`config.mk`:
```
export PLATFORM = sky130hd
export DESIGN_NAME = word_list_substring_counter_unit
export DESIGN_NICKNAME = d
export VERILOG_FILES = /design/src/hdl/wlsc_pkg.sv /design/src/hdl/wlsc_cell.sv /design/src/hdl/word_list_substring_counter_unit.sv
export SDC_FILE = /design/constraint.sdc
export NUM_CORES = 1
export LEC_CHECK = 0
export ABC_CLOCK_PERIOD_IN_PS = 11400
export BUFFER_PORTS_ARGS = -buffer_cell sky130_fd_sc_hd__buf_4
export CORE_ASPECT_RATIO = 1.75
export CORE_MARGIN = 4
export CORE_UTILIZATION = 50
export DETAILED_ROUTE_END_ITERATION = 10
export GPL_ROUTABILITY_DRIVEN = 1
export PLACE_DENSITY = 0.67
export SETUP_SLACK_MARGIN = 0.3
export SKIP_LAST_GASP = 1
export SLEW_MARGIN = 10
export SYNTH_ARGS = -nofsm -noshare
export SYNTH_HDL_FRONTEND = slang
export SYNTH_SLANG_ARGS = --single-unit
```
`constraint.sdc`:
```
create_clock -name i_clk -period 11.4 [get_ports i_clk]
set_clock_uncertainty 0.15 [all_clocks]
set_input_delay 1.14 -clock i_clk [delete_from_list [all_inputs] [get_ports i_clk]]
set_output_delay 1.14 -clock i_clk [all_outputs]
set_load 0.05 [all_outputs]
```
`src/hdl/wlsc_pkg.sv`:
```
// Shared types and constants for the word list substring counter.
// No dependencies; imported by every module of the block.
package wlsc_pkg;

    // Default window depth (longest pattern in bytes)
    localparam int MAX_PATTERN_DEF = 16;

    // Field and register widths
    localparam int CHAR_W  = 8;
    localparam int LEN_W   = 5;
    localparam int PAT_W   = 64;
    localparam int COUNT_W = 16;
    localparam int OP_W    = 2;
    localparam int CFG_IDX_W = 2;

    // Opcodes
    localparam logic [OP_W-1:0] OP_CHAR   = 2'd0;
    localparam logic [OP_W-1:0] OP_END    = 2'd1;
    localparam logic [OP_W-1:0] OP_REPORT = 2'd2;

    // Configuration register indexes
    localparam logic [CFG_IDX_W-1:0] CFG_PAT_LEN = 2'd0;
    localparam logic [CFG_IDX_W-1:0] CFG_PAT_LO  = 2'd1;
    localparam logic [CFG_IDX_W-1:0] CFG_PAT_HI  = 2'd2;

    // Per-cell control from the top level
    typedef struct packed {
        logic shift;   // load the neighbor's character (the input byte in cell 0) this cycle
        logic active;  // cell position falls inside the pattern length
    } t_cell_ctl;

endpackage

```
`src/hdl/wlsc_cell.sv`:
```
// One window cell: holds one character, compares the incoming one with its pattern byte.
// Depends on wlsc_pkg.
module wlsc_cell import wlsc_pkg::*; (
    input  logic              i_clk,
    input  t_cell_ctl         i_ctl,
    input  logic [CHAR_W-1:0] i_char,
    input  logic [CHAR_W-1:0] i_pattern_byte,
    input  logic              i_match,
    output logic [CHAR_W-1:0] o_char,
    output logic              o_match
);

    logic [CHAR_W-1:0] r_char;

    // Shift register stage of the window
    always_ff @(posedge i_clk) begin
        if (i_ctl.shift) begin
            r_char <= i_char;
        end
    end

    // Compare the value this cell will hold after the shift; inactive cells pass
    assign o_match = i_match & (~i_ctl.active | (i_char == i_pattern_byte));
    assign o_char  = r_char;

endmodule

```
`src/hdl/word_list_substring_counter_unit.sv`:
```
// Word list substring counter, top level.
// Depends on wlsc_pkg and wlsc_cell.
//
// The block takes one beat per clock: characters shift into a row of MAX_PATTERN
// cells that each compare their new character with one pattern byte in the same
// cycle, so a word's match flag is ready for an end-of-word beat right after its
// last character. A report beat loads a single result register; it is held back
// only while that register still holds a result the sink has not taken, and all
// other beats keep flowing meanwhile. There is no clearing pass after reset.
module word_list_substring_counter_unit import wlsc_pkg::*; #(
    parameter int MAX_PATTERN = MAX_PATTERN_DEF
) (
    input  logic                 i_clk,
    input  logic                 i_rst_n,
    // configuration
    input  logic                 i_cfg_we,
    input  logic [CFG_IDX_W-1:0] i_cfg_index,
    input  logic [PAT_W-1:0]     i_cfg_data,
    // input channel
    input  logic                 i_in_valid,
    output logic                 o_in_ready,
    input  logic [OP_W-1:0]      i_opcode,
    input  logic                 i_list_select,
    input  logic [CHAR_W-1:0]    i_char_byte,
    // output channel
    output logic                 o_out_valid,
    input  logic                 i_out_ready,
    output logic                 o_counts_equal,
    output logic [COUNT_W-1:0]   o_first_count,
    output logic [COUNT_W-1:0]   o_second_count
);

    localparam int CNT_W = $clog2(MAX_PATTERN + 1);
    localparam logic [LEN_W-1:0] MAX_LEN = LEN_W'(MAX_PATTERN);
    localparam logic [CNT_W-1:0] MAX_CNT = CNT_W'(MAX_PATTERN);

    // Configuration registers
    logic [LEN_W-1:0]   r_pat_len;
    logic [PAT_W-1:0]   r_pat_lo;
    logic [PAT_W-1:0]   r_pat_hi;

    // Word and count state
    logic [CNT_W-1:0]   r_chars, n_chars;
    logic               r_word_matched, n_word_matched;
    logic [COUNT_W-1:0] r_first, n_first;
    logic [COUNT_W-1:0] r_second, n_second;

    // Result register
    logic               r_out_valid, n_out_valid;
    logic               r_out_eq;
    logic [COUNT_W-1:0] r_out_first;
    logic [COUNT_W-1:0] r_out_second;

    logic               w_accept;
    logic               w_is_char;
    logic               w_is_end;
    logic               w_is_report;
    logic [LEN_W-1:0]   w_len;
    logic [2*PAT_W-1:0] w_pattern;
    logic               w_hit;

    logic [CHAR_W-1:0]  w_cell_in [MAX_PATTERN];
    logic [CHAR_W-1:0]  w_cell_q  [MAX_PATTERN];
    logic               w_chain   [MAX_PATTERN+1];

    // Handshake: only a report needs room in the result register
    assign o_in_ready  = (i_opcode != OP_REPORT) | ~r_out_valid | i_out_ready;
    assign w_accept    = i_in_valid & o_in_ready;
    assign w_is_char   = w_accept & (i_opcode == OP_CHAR);
    assign w_is_end    = w_accept & (i_opcode == OP_END);
    assign w_is_report = w_accept & (i_opcode == OP_REPORT);

    // Effective pattern length, clamped to 1..MAX_PATTERN
    always_comb begin
        w_len = r_pat_len;
        if (r_pat_len == '0) begin
            w_len = LEN_W'(1);
        end else if (r_pat_len > MAX_LEN) begin
            w_len = MAX_LEN;
        end
    end

    assign w_pattern = {r_pat_hi, r_pat_lo};

    // Row of window cells; cell 0 holds the newest character
    assign w_chain[0] = 1'b1;
    for (genvar k = 0; k < MAX_PATTERN; k++) begin : g_cell
        t_cell_ctl        w_ctl;
        logic [LEN_W-1:0] w_idx;

        // cell k pairs with pattern byte len-1-k
        assign w_idx        = w_len - LEN_W'(k) - LEN_W'(1);
        assign w_ctl.shift  = w_is_char;
        assign w_ctl.active = LEN_W'(k) < w_len;

        if (k == 0) begin : g_head
            assign w_cell_in[k] = i_char_byte;
        end else begin : g_body
            assign w_cell_in[k] = w_cell_q[k-1];
        end

        wlsc_cell u_cell (
            .i_clk          (i_clk),
            .i_ctl          (w_ctl),
            .i_char         (w_cell_in[k]),
            .i_pattern_byte (w_pattern[w_idx[3:0]*CHAR_W +: CHAR_W]),
            .i_match        (w_chain[k]),
            .o_char         (w_cell_q[k]),
            .o_match        (w_chain[k+1])
        );
    end

    // Character count for the new window, saturating at the window depth
    always_comb begin
        n_chars = r_chars;
        if (w_is_char) begin
            if (r_chars < MAX_CNT) begin
                n_chars = r_chars + CNT_W'(1);
            end
        end else if (w_is_end) begin
            n_chars = '0;
        end
    end

    assign w_hit = w_chain[MAX_PATTERN] & (LEN_W'(n_chars) >= w_len);

    // Word flag and list counters
    always_comb begin
        n_word_matched = r_word_matched;
        n_first        = r_first;
        n_second       = r_second;
        if (w_is_char) begin
            n_word_matched = r_word_matched | w_hit;
        end else if (w_is_end) begin
            n_word_matched = 1'b0;
            if (r_word_matched) begin
                if (!i_list_select) begin
                    if (r_first != '1) begin
                        n_first = r_first + COUNT_W'(1);
                    end
                end else begin
                    if (r_second != '1) begin
                        n_second = r_second + COUNT_W'(1);
                    end
                end
            end
        end else if (w_is_report) begin
            n_first  = '0;
            n_second = '0;
        end
    end

    // Result valid flag
    always_comb begin
        n_out_valid = r_out_valid;
        if (w_is_report) begin
            n_out_valid = 1'b1;
        end else if (i_out_ready) begin
            n_out_valid = 1'b0;
        end
    end

    // Control and configuration registers
    always_ff @(posedge i_clk) begin
        if (!i_rst_n) begin
            r_pat_len      <= LEN_W'(1);
            r_pat_lo       <= '0;
            r_pat_hi       <= '0;
            r_chars        <= '0;
            r_word_matched <= 1'b0;
            r_first        <= '0;
            r_second       <= '0;
            r_out_valid    <= 1'b0;
        end else begin
            if (i_cfg_we) begin
                case (i_cfg_index)
                    CFG_PAT_LEN: r_pat_len <= i_cfg_data[LEN_W-1:0];
                    CFG_PAT_LO:  r_pat_lo  <= i_cfg_data;
                    CFG_PAT_HI:  r_pat_hi  <= i_cfg_data;
                    default: begin
                    end
                endcase
            end
            r_chars        <= n_chars;
            r_word_matched <= n_word_matched;
            r_first        <= n_first;
            r_second       <= n_second;
            r_out_valid    <= n_out_valid;
        end
    end

    // Result payload
    always_ff @(posedge i_clk) begin
        if (w_is_report) begin
            r_out_eq     <= (r_first == r_second);
            r_out_first  <= r_first;
            r_out_second <= r_second;
        end
    end

    assign o_out_valid    = r_out_valid;
    assign o_counts_equal = r_out_eq;
    assign o_first_count  = r_out_first;
    assign o_second_count = r_out_second;

    // Checks
    a_report_clears: assert property (@(posedge i_clk) disable iff (!i_rst_n)
        w_is_report |=> (r_first == '0) && (r_second == '0))
        else $error("counts not cleared after report");

    a_report_loads: assert property (@(posedge i_clk) disable iff (!i_rst_n)
        w_is_report |=> r_out_valid)
        else $error("report beat did not load the result register");

    a_eq_flag: assert property (@(posedge i_clk) disable iff (!i_rst_n)
        r_out_valid |-> (r_out_eq == (r_out_first == r_out_second)))
        else $error("equality flag disagrees with counts");

    a_chars_bound: assert property (@(posedge i_clk) disable iff (!i_rst_n)
        r_chars <= MAX_CNT)
        else $error("character count above window depth");

    a_no_overwrite: assert property (@(posedge i_clk) disable iff (!i_rst_n)
        (r_out_valid && !i_out_ready) |-> !w_is_report)
        else $error("pending result overwritten");

endmodule
```
==> summary.md, run 1 <==
| Metric | Value |
|---|---|
| Die Area | `43900 um^2` |
| Clk pwr share | `roughly 37%` |
| Cell family with most CP delay | `simple AND/OR/NAND/NOR gates` |
| Post-synth cell types | `69` |
| Synthesized cell area | `20240 um^2` |
| CTS buffer count | `30` |
| ANT nets after route | `0` |
| Worst-Skew Late Latency | `approximately 0.6 ns` |
| Post-synth top flop | `dfxtp_1` |
| RSZ-0062 raised after global routing | `no` |
| Synth top area share | `between 20% and 30%` |
| Clk buf depth | `3` |
| Synth Instances | `roughly 2100` |
| Final worst path period share | `between 50 and 60%` |
| Setup repair bufs after CTS | `0` |
| Fmax | `165.0 MHz` |
| Residual DRC | `0` |
| Placer's final routability congestion estimate | `1.001` |
| Total Routing Usage GR | `between 30% and 40%` |
| Ranking of synthesized cells by area | `edfxtp_1 (23%), dfxtp_1 (17%), mux4_2 (8.6%)` |
| Worst EP arrival | `about 6.4 ns` |
| Largest net degree at the start of global routing | `a little over 90` |
| Mean Syn Cell Area | `a little under 10 um^2` |
| Slew margin rel. | `between 10% and 20%` |
| Sequential share of power | `between 40% and 50%` |
| Initial antenna violation count | `0` |
| Clock Sinks | `325` |
| Psw | `between 0.0008 and 0.0009 W` |
| #FFs+latches synth | `about 330` |
| Worst vdd ir | `117.5 uV` |
| Leakage Power | `just over 8 nW` |
| Reg clk slew, reported paths | `roughly 0.070 ns` |
| Vias in the first global route | `about 17000` |
| Leading cell type in the layout, fill and taps excluded | `nand2_1` |
| Core area | `~40000 um^2` |
| Layout cell share with drive strength beyond 1 | `15.14%` |
| Combinational Power Share | `between 10% and 20%` |
| Slowest CP cell | `and2_4` |
| Final setup vio count | `0` |
| DR pass1 iterations | `7` |
| Period minus WS final | `6.059 ns` |
| Buf+Inv Stages, Crit Path | `4` |
| Critical Path Sink Type | `flop` |
| Fillers | `3544` |
| Die Height | `around 270 um` |
| Register area share after synthesis | `39.70%` |
| Max incr delay on CP | `between 0.6 and 0.7 ns` |
| WP data required | `11.76 ns` |
| Starting Density | `between 50% and 60%` |
| Number of buffers added on ports | `~120` |
| Post-Route WL | `83560 um` |
| Leading area contributor after synthesis | `edfxtp_1` |
| Crit path max fanout | `54` |
| Root buf cell | `clkbuf_16` |
| H-tree depth | `1` |
| Setup TNS | `0 ns` |
| Total gr overflow | `0` |
| Most frequent cells in the layout | `nand2_1 (346), dfxtp_1 (169), buf_4 (162)` |
| Power Dens Cells | `around 130 nW/um^2` |
| Crit Path Category | `reg2reg` |
| Worst slew pin tran | `roughly 1.2 ns` |
| CTS tree | `yes` |
| WHS | `0.3347 ns` |
| Hold_buf cts | `0` |
| FP Rows | `97` |
| Most common cell on crit path | `buf_4` |
| Post_cts resized | `0` |
| Vias | `~18000` |
| Status | `finished clean` |
| Fin nets | `about 2200` |
| Via density | `6.749` |
| Net Sw Frac | `about 29%` |
| Worst min path class | `reg2reg` |
| Slew Limit Fails | `0` |
| Cell Chain, Critical Path | `buf_4 -> buf_4 -> nand2b_1 -> and2_4 -> inv_1 -> ha_1 -> buf_4 -> mux4_2 -> mux4_2 -> xor2_1 -> nor4_1 -> nand2_1 -> or3_1 -> nor4_2 -> o2111ai_1 -> o31ai_2` |
| Fin. Hold Viols | `0` |
| # IOs | `117` |
| Wirelength per Cell | `between 30 and 40 um` |
| First-pass GRT wire length | `around 120000 um` |
| HPWL Detailed | `approximately 65000 um` |
| Max_cap viols | `0` |
| FFs w/ async S/R, synth | `0%` |
| Layout Area Growth over Synthesis | `11.40%` |
| Horiz. Die Dim | `roughly 160 um` |
| Total number of yosys warnings | `0` |
| Internal power | `around 0.0020 W` |
| Post-synth EDFFs | `153` |
| Startpoint types | `flop` |
| Syn Nets | `~2200` |
| Iter 0 DRT Violations | `1853` |
==> through the flow <==
step	cell area, um^2	total power [W]	instances	setup slack [ns]	util [%]
after CTS	22540	0.002834	2629	5.355	56.28
final	22550	0.002834	2630	5.341	56.31
after global placement	21540	0.001799	2575	5.495	53.79
after detailed placement	21540	0.001804	2575	5.347	53.79
after floorplan	20240	0.001610	2073	3.453	-
after global routing	22550	0.002918	2629	5.056	56.30
==> state kept, by name (all words and copies together) (netlist names) <==
register and flops:
g_cell.u_cell.o_char 120, r_pat_len 5, r_chars 5, o_second_count 16, r_pat_lo 64, o_first_count 16
r_pat_hi 64, r_second 16, o_out_valid 1, r_word_matched 1, o_counts_equal 1, r_first 16
==> per-layer routing <==
metal  global-route usage (%)  vias up  routed length, um
met2                    64.16      981              40970
li1                         -     7815                  -
met3                    5.805      298               5784
met4                    29.73        0               8778
met1                    40.06     8656              28030
met5                        0        -                  0
==> synthesized netlist by cell type, drive strengths merged, types with 14 or more instances <==
master    n
nor2b    14
nand3    20
xnor2    78
mux2i   138
a21boi  131
o21ai    62
nor4     17
nand2   346
edfxtp  153
mux4     77
a21oi    40
xor2    112
o22ai    63
nor3     61
nor2    100
dfxtp   172
a22oi    62
buf      33
nand2b   19
clkbuf  122
nand4    22
o221ai   45
==> power by group through the flow <==
stage               Combinational (W)  Sequential, W  Clock [W]
global route                 0.000518        0.00130    0.00110
global placement             0.000475        0.00132          0
finish                       0.000493        0.00130    0.00104
detailed placement           0.000480        0.00132          0
CTS                          0.000481        0.00130    0.00105
floorplan                    0.000312        0.00130          0
==> area by class of cell <==
cell class / instances / area, um^2 / share of cell area (%)
Multi-Input combinational cell: 1581 / 11630 / 51.56
Tap cell: 495 / 619.3 / 2.746
Antenna cell: 1 / 2.502 / 0.01110
Clock buffer: 40 / 840.8 / 3.728
Timing Repair Buffer: 162 / 1216 / 5.393
Inverter: 12 / 45.04 / 0.1997
Sequential cell: 325 / 8044 / 35.67
Clock inverter: 14 / 156.4 / 0.6935
==> worst register-to-register path, delay by kind of cell, from the launching register on <==
family	cells	cell delay [ns]
DFF	1	0.31
and+or+nand+nor	6	2.06
muxes	2	1.13
AOI/OAI and AO/OA	2	0.34
adders and majority gates	1	0.32
xor gates and xnor gates	1	0.16
buffers and inverters	4	1.54
==> final timing paths <==
path / startpoint / depth (start not counted) / endpoint / slack, ns
setup reg to reg: r_pat_len[4] / 16 / r_word_matched / 5.34
hold / removal: g_cell[8].u_cell.o_char[1] / 0 / g_cell[9].u_cell.o_char[1] / 0.33
setup / recovery: r_pat_len[4] / 16 / r_word_matched / 5.34
hold reg to reg: g_cell[8].u_cell.o_char[1] / 0 / g_cell[9].u_cell.o_char[1] / 0.33
==> cells by family (layout without fill, tap and decap cells) <==
kind of cell / count (synthesis) / after routing / share of synthesized area [%]
AOI/OAI and AO/OA: 505 / 505 / 17.82
xor gates and xnor gates: 190 / 190 / 8.220
adders and majority gates: 13 / 13 / 0.8035
buffers and inverters: 167 / 228 / 3.257
DFF: 325 / 325 / 39.70
muxes: 226 / 226 / 16.00
other: 0 / 1 / 0
and+or+nand+nor: 647 / 647 / 14.19
(Power assumes the default switching activity.)
==> inputs of run 2 (changes only) <==
--- a/config.mk
+++ b/config.mk
@@ -5,7 +5,7 @@
 export SDC_FILE = /design/constraint.sdc
 export NUM_CORES = 1
 export LEC_CHECK = 0
-export ABC_CLOCK_PERIOD_IN_PS = 11400
+export ABC_CLOCK_PERIOD_IN_PS = 6050
 export BUFFER_PORTS_ARGS = -buffer_cell sky130_fd_sc_hd__buf_4
 export CORE_ASPECT_RATIO = 1.75
 export CORE_MARGIN = 4
==> constraint.sdc (replaced) <==
create_clock -name i_clk -period 6.05 [get_ports i_clk]
set_clock_uncertainty 0.15 [all_clocks]
set_input_delay 0.605 -clock i_clk [delete_from_list [all_inputs] [get_ports i_clk]]
set_output_delay 0.605 -clock i_clk [all_outputs]
set_load 0.05 [all_outputs]
==> run 2 against run 1 <==
Against the previous run: the flow now finishes with violations (capacitance limit, slew limit); power is 90% higher; sequential share of layout area is 0.54 points lower; cell count up 1.4%; largest cell class unchanged; flip-flop and latch count unchanged; critical path type unchanged.
==> summary.md, run 2 (synthesized netlist as in run 1, its figures left out) <==
| Metric | Value |
|---|---|
| Status | `complete, but fails checks` |
| Violated checks | `capacitance limit, slew limit` |
| FP Rows | `97` |
| Multi-input logic area | `about 12000 um^2` |
| Most frequent cells in the layout | `nand2_1 (346), buf_4 (196), dfxtp_1 (169)` |
| Via density | `between 6 and 7` |
| Die Height | `roughly 270 um` |
| Slew margin rel. | `-0.02157%` |
| Post-Route WL | `about 86000 um` |
| Dpl ws | `between 0.5 and 0.6 ns` |
| Worst vdd ir | `about 240 uV` |
| Starting Density | `50.55%` |
| Fin. Hold Viols | `0` |
| Critical Path Sink Type | `flop` |
| Initial antenna violation count | `1` |
| CTS buffer count | `30` |
| DR pass1 iterations | `6` |
| WHS | `about 0.063 ns` |
| N_diodes | `0` |
| Hold_buf cts | `0` |
| First-pass GRT wire length | `between 100000 and 150000 um` |
| Fmax | `176.0 MHz` |
| Leakage Power | `between 8 and 9 nW` |
| Clk buf depth | `3` |
| Fillers | `3479` |
| Wirelength per Cell | `around 32 um` |
| Worst EP arrival | `between 6 and 7 ns` |
| Placer's final routability congestion estimate | `roughly 1.1` |
| Reg clk slew, reported paths | `about 0.070 ns` |
| Vias | `roughly 18000` |
| Power Dens Cells | `between 200 and 250 nW/um^2` |
| CTS tree | `yes` |
| Fin nets | `2245` |
| Total Routing Usage GR | `between 30% and 40%` |
| Startpoint types | `flop` |
| Total gr overflow | `0` |
| Clock Sinks | `between 300 and 400` |
| Max_cap viols | `1` |
| Max reg flops | `120` |
| Fin worst setup slack | `0.3698 ns` |
| RSZ-0062 raised after global routing | `no` |
| Setup repair bufs after CTS | `0` |
| WP data required | `approximately 6.4 ns` |
| HPWL Detailed | `~67000 um` |
| Iter 0 DRT Violations | `1970` |
| ANT nets after route | `0` |
| Largest net degree at the start of global routing | `110` |
| Final setup vio count | `0` |
| Layout cell share with drive strength beyond 1 | `16.71%` |
| Final worst path period share | `about 94%` |
| Leading cell type in the layout, fill and taps excluded | `nand2_1` |
| Worst-Skew Late Latency | `around 0.60 ns` |
| Root buf cell | `clkbuf_16` |
| Period minus WS final | `about 5.7 ns` |
| H-tree depth | `1` |
| Die Area | `between 40000 and 50000 um^2` |
| Overall Power | `0.005396 W` |
| Number of buffers added on ports | `116` |
| Core area | `between 40000 and 50000 um^2` |
| Crit path max fanout | `29` |
| Layout Area Growth over Synthesis | `13.12%` |
| Post_cts resized | `0` |
| Residual DRC | `0` |
| Setup TNS | `0 ns` |
| Reg area | `around 8000 um^2` |
| # IOs | `between 100 and 150` |
| Crit Path Category | `reg2reg` |
| Vias in the first global route | `17360` |
| Horiz. Die Dim | `about 160 um` |
| Worst min path class | `in2reg` |
| Slew Limit Fails | `1` |
| Worst slew pin tran | `roughly 1.5 ns` |
## run 2: cell types whose count changed in the layout (fill, tap and decap cells not counted), sizes merged
cell    delta
diode      -1
inv        +2
buf       +38
clkinv     -3
bufinv     -3
clkbuf     +5
## run 2: final timing paths
path / slack (ns) / cells after the start / from / end
setup reg to reg: 0.37 / 10 / r_pat_len[3] / r_word_matched
hold reg to reg: 0.31 / 0 / g_cell[11].u_cell.o_char[0] / g_cell[12].u_cell.o_char[0]
setup / recovery: 0.37 / 10 / r_pat_len[3] / r_word_matched
hold / removal: 0.06 / 1 / i_char_byte[6] / g_cell[0].u_cell.o_char[6]
## run 2: layer usage
layer  GRT usage (%)  wire length (um)  vias to the layer above
met5               0                16                        -
met4           32.52              9781                        2
met1           42.01             28780                     8887
li1                -                 -                     7900
met2           63.99             40790                     1075
met3           5.565              6358                      344
## run 2: through the flow
step	util [%]	std cells	instance area, um^2
2_1_floorplan	-	2073	20250
3_3_place_gp	54.60	2612	21870
3_5_place_dp	54.61	2612	21870
4_1_cts	57.16	2667	22890
5_1_grt	57.18	2668	22900
6_report	57.18	2668	22900
## run 2: area by class of cell
cell class / instances / area share [%]
Multi-Input combinational cell: 1581 / 50.73
Timing Repair Buffer: 200 / 6.775
Clock inverter: 10 / 0.2677
Inverter: 12 / 0.1967
Clock buffer: 45 / 4.196
Tap cell: 495 / 2.704
Sequential cell: 325 / 35.13
## run 2: power by group
part           leakage (nW)  total (W)  internal [W]  switching, W
Combinational          5.07   0.000978      0.000384      0.000594
Clock                 0.516    0.00197       0.00110      0.000876
Sequential             2.84    0.00245       0.00235     0.0000991
Total                  8.43    0.00540       0.00383       0.00157
## run 2: critical path, stage by stage (launching register included)
cell	delay (ns)
dfxtp_1	0.53
o21bai_4	0.79
o21ai_0	0.73
a221oi_1	1.27
mux2i_1	0.37
xnor2_1	0.27
a31oi_1	0.12
nor3_1	0.64
a31oi_1	0.19
a211o_1	0.32
o31ai_2	0.21
